### src/xmr_pkg.sv
// shared types and constants of the xmodem receiver
// no dependencies
package xmr_pkg;

  localparam int unsigned MaxPayload = 1024;
  localparam int unsigned ShortPayload = 128;
  localparam int unsigned PosW = $clog2(MaxPayload + 5);

  localparam logic [7:0] CH_SOH = 8'h01;
  localparam logic [7:0] CH_STX = 8'h02;
  localparam logic [7:0] CH_EOT = 8'h04;
  localparam logic [7:0] CH_ACK = 8'h06;
  localparam logic [7:0] CH_NAK = 8'h15;
  localparam logic [7:0] CH_CAN = 8'h18;
  localparam logic [7:0] CH_INV = 8'h43;

  localparam logic [16:0] TICK_MAX = 17'h1FFFF;

  localparam logic [1:0] ACT_START = 2'd0;
  localparam logic [1:0] ACT_BYTE = 2'd1;
  localparam logic [1:0] ACT_TICK = 2'd2;

  localparam logic [1:0] VERD_NONE = 2'd0;
  localparam logic [1:0] VERD_COMMIT = 2'd1;
  localparam logic [1:0] VERD_DISCARD = 2'd2;

  localparam logic [2:0] EXIT_RUN = 3'd0;
  localparam logic [2:0] EXIT_OK = 3'd1;
  localparam logic [2:0] EXIT_CANCEL = 3'd2;
  localparam logic [2:0] EXIT_SYNC = 3'd3;
  localparam logic [2:0] EXIT_RETRY = 3'd4;

  localparam logic [1:0] REG_TIMEOUT = 2'd0;
  localparam logic [1:0] REG_RETRANS = 2'd1;
  localparam logic [1:0] REG_SYNC = 2'd2;

  typedef enum logic [4:0] {
    PH_IDLE    = 5'b00001,
    PH_SYNC    = 5'b00010,
    PH_CANWAIT = 5'b00100,
    PH_BODY    = 5'b01000,
    PH_FLUSH   = 5'b10000
  } phase_t;

  typedef enum logic [1:0] {
    INV_C    = 2'd0,
    INV_NAK  = 2'd1,
    INV_NONE = 2'd2
  } invite_t;

  typedef enum logic [1:0] {
    REP_NONE = 2'd0,
    REP_NAK  = 2'd1,
    REP_ACK  = 2'd2,
    REP_CAN3 = 2'd3
  } reply_t;

  typedef struct packed {
    logic [15:0] timeout_unit;
    logic [7:0]  retrans_limit;
    logic [7:0]  sync_tries;
  } cfg_t;

  typedef struct packed {
    logic       txv;
    logic [7:0] tx;
    logic       dv;
    logic [7:0] db;
    logic [1:0] verdict;
  } item_t;

  typedef struct packed {
    logic [1:0]        n;
    item_t [2:0]       it;
    logic [2:0]        status;
    logic [31:0]       total;
  } grp_t;

  typedef struct packed {
    phase_t          phase;
    invite_t         invite;
    logic [7:0]      try_count;
    logic [16:0]     tick_count;
    logic [7:0]      expected_seq;
    logic [7:0]      packet_seq;
    logic [7:0]      packet_seq_inv;
    logic [PosW-1:0] byte_pos;
    logic            crc_mode;
    logic            long_packet;
    logic [7:0]      run_sum;
    logic [15:0]     run_crc;
    logic [15:0]     rx_check;
    logic [7:0]      retrans_left;
    logic [31:0]     total_bytes;
    reply_t          pending;
    logic [2:0]      exit_code;
  } st_t;

  function automatic st_t session_init(logic [7:0] rl);
    st_t s;
    s = '0;
    s.phase = PH_IDLE;
    s.invite = INV_C;
    s.expected_seq = 8'd1;
    s.pending = REP_NONE;
    s.exit_code = EXIT_RUN;
    s.retrans_left = rl;
    return s;
  endfunction

  function automatic logic [15:0] crc_byte(logic [15:0] c, logic [7:0] b);
    logic [15:0] x;
    x = c ^ {b, 8'h00};
    for (int i = 0; i < 8; i++) begin
      x = x[15] ? ({x[14:0], 1'b0} ^ 16'h1021) : {x[14:0], 1'b0};
    end
    return x;
  endfunction

  function automatic item_t mk_item(logic txv, logic [7:0] tx, logic dv, logic [7:0] db,
                                    logic [1:0] v);
    item_t r;
    r.txv = txv;
    r.tx = tx;
    r.dv = dv;
    r.db = db;
    r.verdict = v;
    return r;
  endfunction

endpackage

### src/xmr_regs.sv
// apb configuration registers: timeout unit, retransmit limit, sync tries
// depends on xmr_pkg
module xmr_regs (
  input  logic             clk,
  input  logic             rst,
  input  logic             psel,
  input  logic             penable,
  input  logic             pwrite,
  input  logic [3:0]       paddr,
  input  logic [31:0]      pwdata,
  output logic [31:0]      prdata,
  output logic             pready,
  output xmr_pkg::cfg_t    cfg
);
  import xmr_pkg::*;

  logic wr;
  assign wr = psel && penable && pwrite;
  assign pready = 1'b1;

  always_ff @(posedge clk) begin
    if (rst) begin
      cfg.timeout_unit <= 16'd1000;
      cfg.retrans_limit <= 8'd25;
      cfg.sync_tries <= 8'd16;
    end else if (wr && paddr[1:0] == 2'b00) begin
      if (paddr[3:2] == REG_TIMEOUT) cfg.timeout_unit <= pwdata[15:0];
      if (paddr[3:2] == REG_RETRANS) cfg.retrans_limit <= pwdata[7:0];
      if (paddr[3:2] == REG_SYNC) cfg.sync_tries <= pwdata[7:0];
    end
  end

  always_comb begin
    prdata = '0;
    unique case (paddr[3:2])
      REG_TIMEOUT: prdata = {16'd0, cfg.timeout_unit};
      REG_RETRANS: prdata = {24'd0, cfg.retrans_limit};
      REG_SYNC:    prdata = {24'd0, cfg.sync_tries};
      default:     prdata = '0;
    endcase
  end
endmodule

### src/xmr_core.sv
// protocol state and per-item update; emits one group of up to three results
// depends on xmr_pkg
module xmr_core (
  input  logic            clk,
  input  logic            rst,
  input  logic            fire,
  input  logic [1:0]      action,
  input  logic [7:0]      rx_byte,
  input  xmr_pkg::cfg_t   cfg,
  output xmr_pkg::grp_t   grp
);
  import xmr_pkg::*;

  st_t st, st_next;

  always_comb begin
    st_t         s;
    item_t [2:0] it;
    logic [1:0]  n;
    logic        ea;
    logic        fin;
    logic [1:0]  v;
    reply_t      r;
    logic [PosW-1:0] size;
    logic        inv_ok, is_new, is_dup, chk_ok;
    logic [17:0] flush_lim;
    s = st;
    it = '0;
    n = 2'd0;
    ea = 1'b0;
    fin = 1'b0;
    v = VERD_NONE;
    r = REP_NONE;
    size = st.long_packet ? PosW'(MaxPayload) : PosW'(ShortPayload);
    flush_lim = ({2'b00, cfg.timeout_unit} * 18'd3) >> 1;
    inv_ok = 1'b0;
    is_new = 1'b0;
    is_dup = 1'b0;
    chk_ok = 1'b0;
    unique case (action)
      ACT_START: begin
        v = (st.phase == PH_BODY) ? VERD_DISCARD : VERD_NONE;
        s = session_init(cfg.retrans_limit);
        s.phase = PH_SYNC;
        it[n] = mk_item(1'b1, CH_INV, 1'b0, 8'd0, v); n = n + 2'd1;
      end
      ACT_BYTE: begin
        priority case (st.phase)
          PH_SYNC: begin
            if (rx_byte == CH_SOH || rx_byte == CH_STX) begin
              s.long_packet = (rx_byte == CH_STX);
              if (st.invite == INV_C) s.crc_mode = 1'b1;
              s.invite = INV_NONE;
              s.phase = PH_BODY;
              s.byte_pos = '0;
              s.tick_count = '0;
              s.run_sum = '0;
              s.run_crc = '0;
              s.rx_check = '0;
            end else if (rx_byte == CH_EOT) begin
              s.phase = PH_FLUSH; s.pending = REP_ACK; s.exit_code = EXIT_OK;
              s.tick_count = '0;
            end else if (rx_byte == CH_CAN) begin
              s.phase = PH_CANWAIT;
              s.tick_count = '0;
            end else begin
              ea = 1'b1;
            end
          end
          PH_CANWAIT: begin
            if (rx_byte == CH_CAN) begin
              s.phase = PH_FLUSH; s.pending = REP_ACK; s.exit_code = EXIT_CANCEL;
              s.tick_count = '0;
            end else begin
              ea = 1'b1;
            end
          end
          PH_BODY: begin
            s.tick_count = '0;
            if (st.byte_pos == '0) begin
              s.packet_seq = rx_byte;
            end else if (st.byte_pos == PosW'(1)) begin
              s.packet_seq_inv = rx_byte;
            end else if (st.byte_pos < size + PosW'(2)) begin
              s.run_sum = st.run_sum + rx_byte;
              s.run_crc = crc_byte(st.run_crc, rx_byte);
              it[n] = mk_item(1'b0, 8'd0, 1'b1, rx_byte, VERD_NONE); n = n + 2'd1;
            end else begin
              s.rx_check = {st.rx_check[7:0], rx_byte};
            end
            s.byte_pos = st.byte_pos + PosW'(1);
            fin = s.byte_pos >= size + PosW'(3) + PosW'(st.crc_mode);
          end
          PH_FLUSH: s.tick_count = '0;
          default: ;
        endcase
      end
      ACT_TICK: begin
        if (st.phase != PH_IDLE && st.tick_count < TICK_MAX)
          s.tick_count = st.tick_count + 17'd1;
        priority case (st.phase)
          PH_IDLE: ;
          PH_SYNC: ea = {1'b0, s.tick_count} >= {1'b0, cfg.timeout_unit, 1'b0};
          PH_CANWAIT: ea = s.tick_count >= {1'b0, cfg.timeout_unit};
          PH_BODY: begin
            if (s.tick_count >= {1'b0, cfg.timeout_unit}) begin
              it[n] = mk_item(1'b0, 8'd0, 1'b0, 8'd0, VERD_DISCARD); n = n + 2'd1;
              s.phase = PH_FLUSH; s.pending = REP_NAK; s.exit_code = EXIT_RUN;
              s.tick_count = '0;
            end
          end
          PH_FLUSH: begin
            if ({1'b0, s.tick_count} >= flush_lim) begin
              r = st.pending;
              s.pending = REP_NONE;
              if (r == REP_NAK) begin
                it[n] = mk_item(1'b1, CH_NAK, 1'b0, 8'd0, VERD_NONE); n = n + 2'd1;
                s.phase = PH_SYNC; s.try_count = '0; s.tick_count = '0;
                if (s.invite == INV_C) begin
                  it[n] = mk_item(1'b1, CH_INV, 1'b0, 8'd0, VERD_NONE); n = n + 2'd1;
                end else if (s.invite == INV_NAK) begin
                  it[n] = mk_item(1'b1, CH_NAK, 1'b0, 8'd0, VERD_NONE); n = n + 2'd1;
                end
              end else begin
                if (r == REP_ACK) begin
                  it[n] = mk_item(1'b1, CH_ACK, 1'b0, 8'd0, VERD_NONE); n = n + 2'd1;
                end else if (r == REP_CAN3) begin
                  it[0] = mk_item(1'b1, CH_CAN, 1'b0, 8'd0, VERD_NONE);
                  it[1] = it[0];
                  it[2] = it[0];
                  n = 2'd3;
                end
                s.phase = PH_IDLE;
              end
            end
          end
          default: s.phase = PH_IDLE;
        endcase
      end
      default: ;
    endcase

    // packet complete: check and verdict
    if (fin) begin
      inv_ok = s.packet_seq_inv == ~s.packet_seq;
      is_new = s.packet_seq == s.expected_seq;
      is_dup = s.packet_seq == s.expected_seq - 8'd1;
      chk_ok = s.crc_mode ? (s.rx_check == s.run_crc) : (s.rx_check[7:0] == s.run_sum);
      if (inv_ok && (is_new || is_dup) && chk_ok) begin
        if (is_new) begin
          v = VERD_COMMIT;
          s.total_bytes = (32'hFFFF_FFFF - s.total_bytes < 32'(size)) ?
                          32'hFFFF_FFFF : s.total_bytes + 32'(size);
          s.expected_seq = s.expected_seq + 8'd1;
          s.retrans_left = cfg.retrans_limit;
        end else begin
          v = VERD_DISCARD;
          s.retrans_left = (s.retrans_left != 8'd0) ? s.retrans_left - 8'd1 : 8'd0;
        end
        if (s.retrans_left == 8'd0) begin
          it[n] = mk_item(1'b0, 8'd0, 1'b0, 8'd0, v); n = n + 2'd1;
          s.phase = PH_FLUSH; s.pending = REP_CAN3; s.exit_code = EXIT_RETRY;
          s.tick_count = '0;
        end else begin
          it[n] = mk_item(1'b1, CH_ACK, 1'b0, 8'd0, v); n = n + 2'd1;
          s.phase = PH_SYNC; s.try_count = '0; s.tick_count = '0;
        end
      end else begin
        it[n] = mk_item(1'b0, 8'd0, 1'b0, 8'd0, VERD_DISCARD); n = n + 2'd1;
        s.phase = PH_FLUSH; s.pending = REP_NAK; s.exit_code = EXIT_RUN;
        s.tick_count = '0;
      end
    end

    // header wait over: retry, switch invite, or give up
    if (ea) begin
      s.try_count = st.try_count + 8'd1;
      if (s.try_count < cfg.sync_tries) begin
        s.phase = PH_SYNC;
        s.tick_count = '0;
        if (s.invite == INV_C) begin
          it[n] = mk_item(1'b1, CH_INV, 1'b0, 8'd0, VERD_NONE); n = n + 2'd1;
        end else if (s.invite == INV_NAK) begin
          it[n] = mk_item(1'b1, CH_NAK, 1'b0, 8'd0, VERD_NONE); n = n + 2'd1;
        end
      end else if (s.invite == INV_C) begin
        s.invite = INV_NAK;
        s.phase = PH_SYNC; s.try_count = '0; s.tick_count = '0;
        it[n] = mk_item(1'b1, CH_NAK, 1'b0, 8'd0, VERD_NONE); n = n + 2'd1;
      end else begin
        s.phase = PH_FLUSH; s.pending = REP_CAN3; s.exit_code = EXIT_SYNC;
        s.tick_count = '0;
      end
    end

    // quiet step still yields one empty result
    if (n == 2'd0) n = 2'd1;
    st_next = s;
    grp.n = n;
    grp.it = it;
    grp.status = (s.phase == PH_IDLE) ? s.exit_code : EXIT_RUN;
    grp.total = s.total_bytes;
  end

  always_ff @(posedge clk) begin
    if (rst) begin
      st <= session_init(8'd25);
    end else if (fire) begin
      st <= st_next;
    end
  end
endmodule

### src/xmr_outq.sv
// two-deep queue of result groups, drained one result per cycle while out_ready is high
// depends on xmr_pkg
module xmr_outq (
  input  logic           clk,
  input  logic           rst,
  input  logic           push,
  input  xmr_pkg::grp_t  grp,
  output logic           can_push,
  output logic           out_valid,
  input  logic           out_ready,
  output xmr_pkg::item_t out_item,
  output logic [2:0]     out_status,
  output logic [31:0]    out_total,
  output logic           out_last
);
  import xmr_pkg::*;

  grp_t       q0, q1;
  logic [1:0] cnt, cnt_next;
  logic [1:0] idx;
  logic       pop, pop_grp;

  assign can_push = cnt != 2'd2;
  assign out_valid = cnt != 2'd0;
  assign out_item = q0.it[idx];
  assign out_status = q0.status;
  assign out_total = q0.total;
  assign out_last = idx == q0.n - 2'd1;
  assign pop = out_valid && out_ready;
  assign pop_grp = pop && out_last;

  always_comb begin
    cnt_next = cnt;
    if (push && !pop_grp) cnt_next = cnt + 2'd1;
    else if (!push && pop_grp) cnt_next = cnt - 2'd1;
  end

  always_ff @(posedge clk) begin
    if (rst) begin
      cnt <= 2'd0;
      idx <= 2'd0;
    end else begin
      cnt <= cnt_next;
      if (pop_grp) idx <= 2'd0;
      else if (pop) idx <= idx + 2'd1;
    end
  end

  always_ff @(posedge clk) begin
    if (pop_grp) begin
      if (cnt == 2'd2) q0 <= q1;
      else if (push) q0 <= grp;
      if (push && cnt == 2'd2) q1 <= grp;
    end else if (push) begin
      if (cnt == 2'd0) q0 <= grp;
      else q1 <= grp;
    end
  end

  a_cnt_range: assert property (@(posedge clk) disable iff (rst) cnt != 2'd3)
    else $error("result queue count out of range");
  a_no_overflow: assert property (@(posedge clk) disable iff (rst)
    (cnt == 2'd2 && !pop_grp) |=> cnt == 2'd2)
    else $error("full queue lost a group");
  a_idx_bound: assert property (@(posedge clk) disable iff (rst)
    out_valid |-> (idx < q0.n))
    else $error("result index past group size");
  a_idx_clear: assert property (@(posedge clk) disable iff (rst)
    pop_grp |=> idx == 2'd0)
    else $error("result index not rewound");
endmodule

### src/xmodem_receiver.sv
// top level of the xmodem receiver: config registers, protocol core, result queue
// depends on xmr_pkg, xmr_regs, xmr_core, xmr_outq
//
//  channel   handshake          payload
//  input     valid / ready      action, rx_byte
//  output    out_valid/ready    tx_valid tx_byte data_valid data_byte verdict
//                               session_status byte_count last
//  config    apb psel/penable   paddr pwdata prdata
//
// one input item per cycle while ready is high; its state update is combinational logic in the core
// an item gives one to three results, sent one per cycle while out_ready is high, from a two-group queue
// ready drops only while two groups are waiting on the output side
// synchronous reset restores register defaults and an idle session
module xmodem_receiver (
  input  logic        clk,
  input  logic        rst,
  input  logic        valid,
  output logic        ready,
  input  logic [1:0]  action,
  input  logic [7:0]  rx_byte,
  output logic        out_valid,
  input  logic        out_ready,
  output logic        tx_valid,
  output logic [7:0]  tx_byte,
  output logic        data_valid,
  output logic [7:0]  data_byte,
  output logic [1:0]  verdict,
  output logic [2:0]  session_status,
  output logic [31:0] byte_count,
  output logic        last,
  input  logic        psel,
  input  logic        penable,
  input  logic        pwrite,
  input  logic [3:0]  paddr,
  input  logic [31:0] pwdata,
  output logic [31:0] prdata,
  output logic        pready
);
  import xmr_pkg::*;

  cfg_t  cfg;
  grp_t  grp;
  item_t item;
  logic  fire;

  assign fire = valid && ready;

  xmr_regs u_regs (
    .clk(clk), .rst(rst), .psel(psel), .penable(penable), .pwrite(pwrite),
    .paddr(paddr), .pwdata(pwdata), .prdata(prdata), .pready(pready), .cfg(cfg)
  );

  xmr_core u_core (
    .clk(clk), .rst(rst), .fire(fire), .action(action), .rx_byte(rx_byte),
    .cfg(cfg), .grp(grp)
  );

  xmr_outq u_outq (
    .clk(clk), .rst(rst), .push(fire), .grp(grp), .can_push(ready),
    .out_valid(out_valid), .out_ready(out_ready), .out_item(item),
    .out_status(session_status), .out_total(byte_count), .out_last(last)
  );

  assign tx_valid = item.txv;
  assign tx_byte = item.tx;
  assign data_valid = item.dv;
  assign data_byte = item.db;
  assign verdict = item.verdict;
endmodule
### config.mk
export PLATFORM = sky130hd
export DESIGN_NAME = xmodem_receiver
export DESIGN_NICKNAME = d
export VERILOG_FILES = /design/src/xmr_pkg.sv /design/src/xmr_regs.sv /design/src/xmr_core.sv /design/src/xmr_outq.sv /design/src/xmodem_receiver.sv
export SDC_FILE = /design/constraint.sdc
export NUM_CORES = 1
export LEC_CHECK = 0
export ABC_AREA = 1
export BUFFER_PORTS_ARGS = -buffer_cell sky130_fd_sc_hd__buf_2
export CAP_MARGIN = 20
export CORE_MARGIN = 2
export CORE_UTILIZATION = 33
export DETAILED_ROUTE_END_ITERATION = 7
export PLACE_DENSITY = 0.46
export SLEW_MARGIN = 40
export SYNTH_ARGS = -nofsm -noshare
export SYNTH_HDL_FRONTEND = slang
export SYNTH_SLANG_ARGS = --single-unit
### constraint.sdc
create_clock -name clk -period 7.2 [get_ports clk]
set_input_delay 0.72 -clock clk [delete_from_list [all_inputs] [get_ports clk]]
set_output_delay 0.72 -clock clk [all_outputs]
set_load 0.02 [all_outputs]
==> flow_metrics.env <==
export IMPL_max_cap_viol_count=0
export IMPL_synth_ff_type="dfxtp_1"
export IMPL_synth_most_common_cell="nand2_1"
export IMPL_fmax_ghz=0.155
export IMPL_hp_class="primary input to flop"
export IMPL_gp_congestion=0.916
export IMPL_criticalPathCategory="flop to flop"
export IMPL_setup_viol=0
export IMPL_fillCellCount=7179
export IMPL_clock_skew_ns=0.0398
export IMPL_syn_to_final_growth_pct=10.8
export IMPL_vias=20700
export IMPL_htree_levels=2
export IMPL_slew_viol_final=0
export IMPL_p_per_area_nw_per_um2=284
export IMPL_core_area_sq_um=67500
export IMPL_worstMarginPinSlew_ns=0.889
export IMPL_rrSetupSlack_ns=0.75
export IMPL_drt_wl_total_um=69500
export IMPL_synth_simple_gate_area_share_pct=26.4
export IMPL_io_pins=144
export IMPL_irDropWorstVdd_mv=0.162
export IMPL_synth_compound_area_share_pct=15.4
export IMPL_fin_crit_ns=6.45
export IMPL_grt_pass1_wl_um=109000
export IMPL_holdBufCountCts=0
export IMPL_yosys_top_cells_count="745 x nand2_1, 441 x inv_1, 284 x nor2_1"
export IMPL_hold_viol=0
export IMPL_rows=95
export IMPL_placedInstanceArea_sq_um=23600
export IMPL_clock_path_buffers=3
export IMPL_ant_nets=0
export IMPL_seq_area_frac_synth_pct=36.3
export IMPL_cpLargestDelayFamily="simple AND/OR/NAND/NOR gates"
export IMPL_yosysTopAreaCell="edfxtp_1"
export IMPL_min_from="pwdata[8]"
export IMPL_worstRegToRegCells=36
export IMPL_dp_hpwl_um=50200
export IMPL_period_share_pct=89.6
export IMPL_firstDrtPassIters=6
export IMPL_relSlewSlack_pct=40.6
export IMPL_synth_top_family_by_area="simple AND/OR/NAND/NOR gates"
export IMPL_synth_mux_area_share_pct=0.493
export IMPL_worstSetupStartpointType="flop"
export IMPL_grt_overflow=0
export IMPL_rr_endpoint="u_outq.q0[70]"
export IMPL_synth_edf_count=146
export IMPL_cts_setup_buffers=0
export IMPL_n_antenna_cell=0
export IMPL_cts_root_buf="clkbuf_16"
export IMPL_synthCells=3191
export IMPL_initial_core_util_pct=33.4
export IMPL_drtIter0Drc=1572
export IMPL_synthDistinctLibCells=58
export IMPL_required_ns=7.53
export IMPL_synth_warnings=0
export IMPL_ys_ff_latch=336
export IMPL_critPathBufInv=3
export IMPL_die_y_um=266
export IMPL_clock_latency_ns=0.58
export IMPL_cts_made_buffers=43
export IMPL_end_kind="flop"
export IMPL_leakagePower_nw=11.5
export IMPL_grt_use_total_pct=19.4
export IMPL_async_flop_share_pct=0
export IMPL_holdPathStages=3
export IMPL_synth_xor_area_share_pct=3.37
export IMPL_cts_resized=0
export IMPL_rsz0062_at_grt="no"
export IMPL_netlist_area_leader_share_pct=19.4
export IMPL_fin_area_sq_um=25000
export IMPL_syn_avg_cell_area_sq_um=7.08
export IMPL_clkSinkCount=336
export IMPL_io_buffers=108
export IMPL_path_max_fanout=6
export IMPL_drc=0
export IMPL_wl_per_cell_um=16.9
export IMPL_grt_max_degree=85
export IMPL_min_to="u_regs.cfg[24]"
export IMPL_synthTopCellsByArea="edfxtp_1 19%, dfxtp_1 17%, nand2_1 12%"
export IMPL_drive_gt1_share_pct=8.51
export IMPL_worst_path_most_repeated_cell="nand2_1"
export IMPL_synthAdderAreaFrac_pct=6.38
export IMPL_final_nets=3379
export IMPL_viasPerCell=5.02
export IMPL_tns_ns=0
export IMPL_die_area_sq_um=70500
export IMPL_worst_setup_hold_path_clk_slew_ns=0.06
export IMPL_syn_area_sq_um=22600
export IMPL_cts_tree="yes"
export IMPL_status="finished clean"
export IMPL_reg2reg_from="u_regs.cfg[16]"
export IMPL_die_w_um=266
export IMPL_grt_pass1_vias=19800
export IMPL_cp_slowest_cell="fa_1"
export IMPL_max_stage_delay_ns=0.41
export IMPL_antenna_found_initial=0
export IMPL_arrival_ns=6.78
[metal layers]
metal | wire length, um | global-route usage, % | up-vias
met5 | 0 | 0 | -
met1 | 32100 | 25.7 | 9618
met4 | 1750 | 5.78 | 0
met2 | 32500 | 32.8 | 472
li1 | - | - | 10500
met3 | 3200 | 2.52 | 110
[state kept, by name (all words and copies together) (netlist names)]
name	flops
u_core.st	154
u_outq.idx	2
u_regs.cfg	32
u_outq.q1	73
u_outq.cnt	2
u_outq.q0	38
u_outq.out_status	3
u_outq.out_total	32
[cell type report]
type	instances	area [sq um]	share of cell area, %
clock buffer	66	1290	5.17
sequential	336	8190	32.7
tap	873	1090	4.36
inverter	458	1720	6.88
clock inverter	12	104	0.415
timing repair buffer	130	772	3.08
multi-input combinational	2243	11900	47.4
[worst register-to-register path, delay by kind of cell, from the launching register on]
kind / cells / cell delay, ns
compound gates: 10 / 1.62
xor+xnor: 1 / 0.18
fa+ha+maj: 4 / 1.21
buf+inv: 3 / 0.25
flops: 1 / 0.34
simple gates: 18 / 2.62
[per-stage QoR]
| step | hold WS [ns] | instances | worst slack [ns] | utilization (%) | total power, mW |
|---|---|---|---|---|---|
| 2_1_floorplan | 0.435 | 3210 | 1.93 | - | 4.36 |
| 3_3_place_gp | 0.446 | 4036 | 0.996 | 34.9 | 4.95 |
| 3_5_place_dp | 0.455 | 4039 | 0.825 | 35.0 | 5.00 |
| 4_1_cts | 0.321 | 4117 | 0.798 | 37.0 | 7.20 |
| 5_1_grt | 0.335 | 4118 | 0.0156 | 37.1 | 7.59 |
| 6_report | 0.352 | 4118 | 0.750 | 37.1 | 7.11 |
[power breakdown]
part	switching (mW)	internal, mW	total, mW
combinational	1.64	0.661	2.30
sequential	0.194	2.48	2.67
clock	0.868	1.27	2.14
total	2.70	4.41	7.11
[cells by family after synthesis]
group | Yosys count
other | 2
and+or+nand+nor | 1379
adders and majority gates | 114
DFF | 336
xor gates and xnor gates | 87
buffers and inverters | 631
AOI/OAI and AO/OA | 632
muxes | 10
[placed cells by master, fill, tap and decap left out, types with 5 or more instances in the layout]
cell / n
clkinv_2: 7
buf_4: 15
nor2_4: 8
a31oi_1: 17
o21ai_1: 56
ha_1: 111
nor2_8: 5
o221ai_1: 9
dfxtp_1: 189
xnor2_1: 19
o21bai_1: 8
clkbuf_8: 9
clkinv_1: 6
nand3_1: 170
nor2_2: 8
buf_2: 107
o211ai_1: 24
inv_2: 11
nand4_1: 71
o31ai_1: 12
conb_1: 21
inv_1: 440
clkbuf_16: 46
nor2_1: 281
edfxtp_1: 146
nand2_2: 15
nor4_1: 11
xor2_1: 68
nand3b_1: 8
a211oi_1: 25
nor3_1: 33
a21oi_1: 221
or2_2: 6
nand2_4: 5
clkbuf_1: 12
mux2_2: 9
o22ai_1: 12
o21ai_0: 231
nand2_1: 744
[how the worst max path moves through the flow]
stage	cells after the start	slack [ns]	startpoint	to
2_1_floorplan	36	1.93	u_regs.cfg[17]	u_outq.q0[70]
3_3_place_gp	36	1.0	u_regs.cfg[16]	u_outq.q0[70]
3_5_place_dp	36	0.83	u_regs.cfg[16]	u_outq.q0[70]
4_1_cts	36	0.80	u_regs.cfg[16]	u_outq.q0[70]
5_1_grt	39	0.02	u_regs.cfg[17]	u_outq.q0[67]
6_report	36	0.75	u_regs.cfg[16]	u_outq.q0[70]
Note: power is estimated with default switching activity, not from simulation.
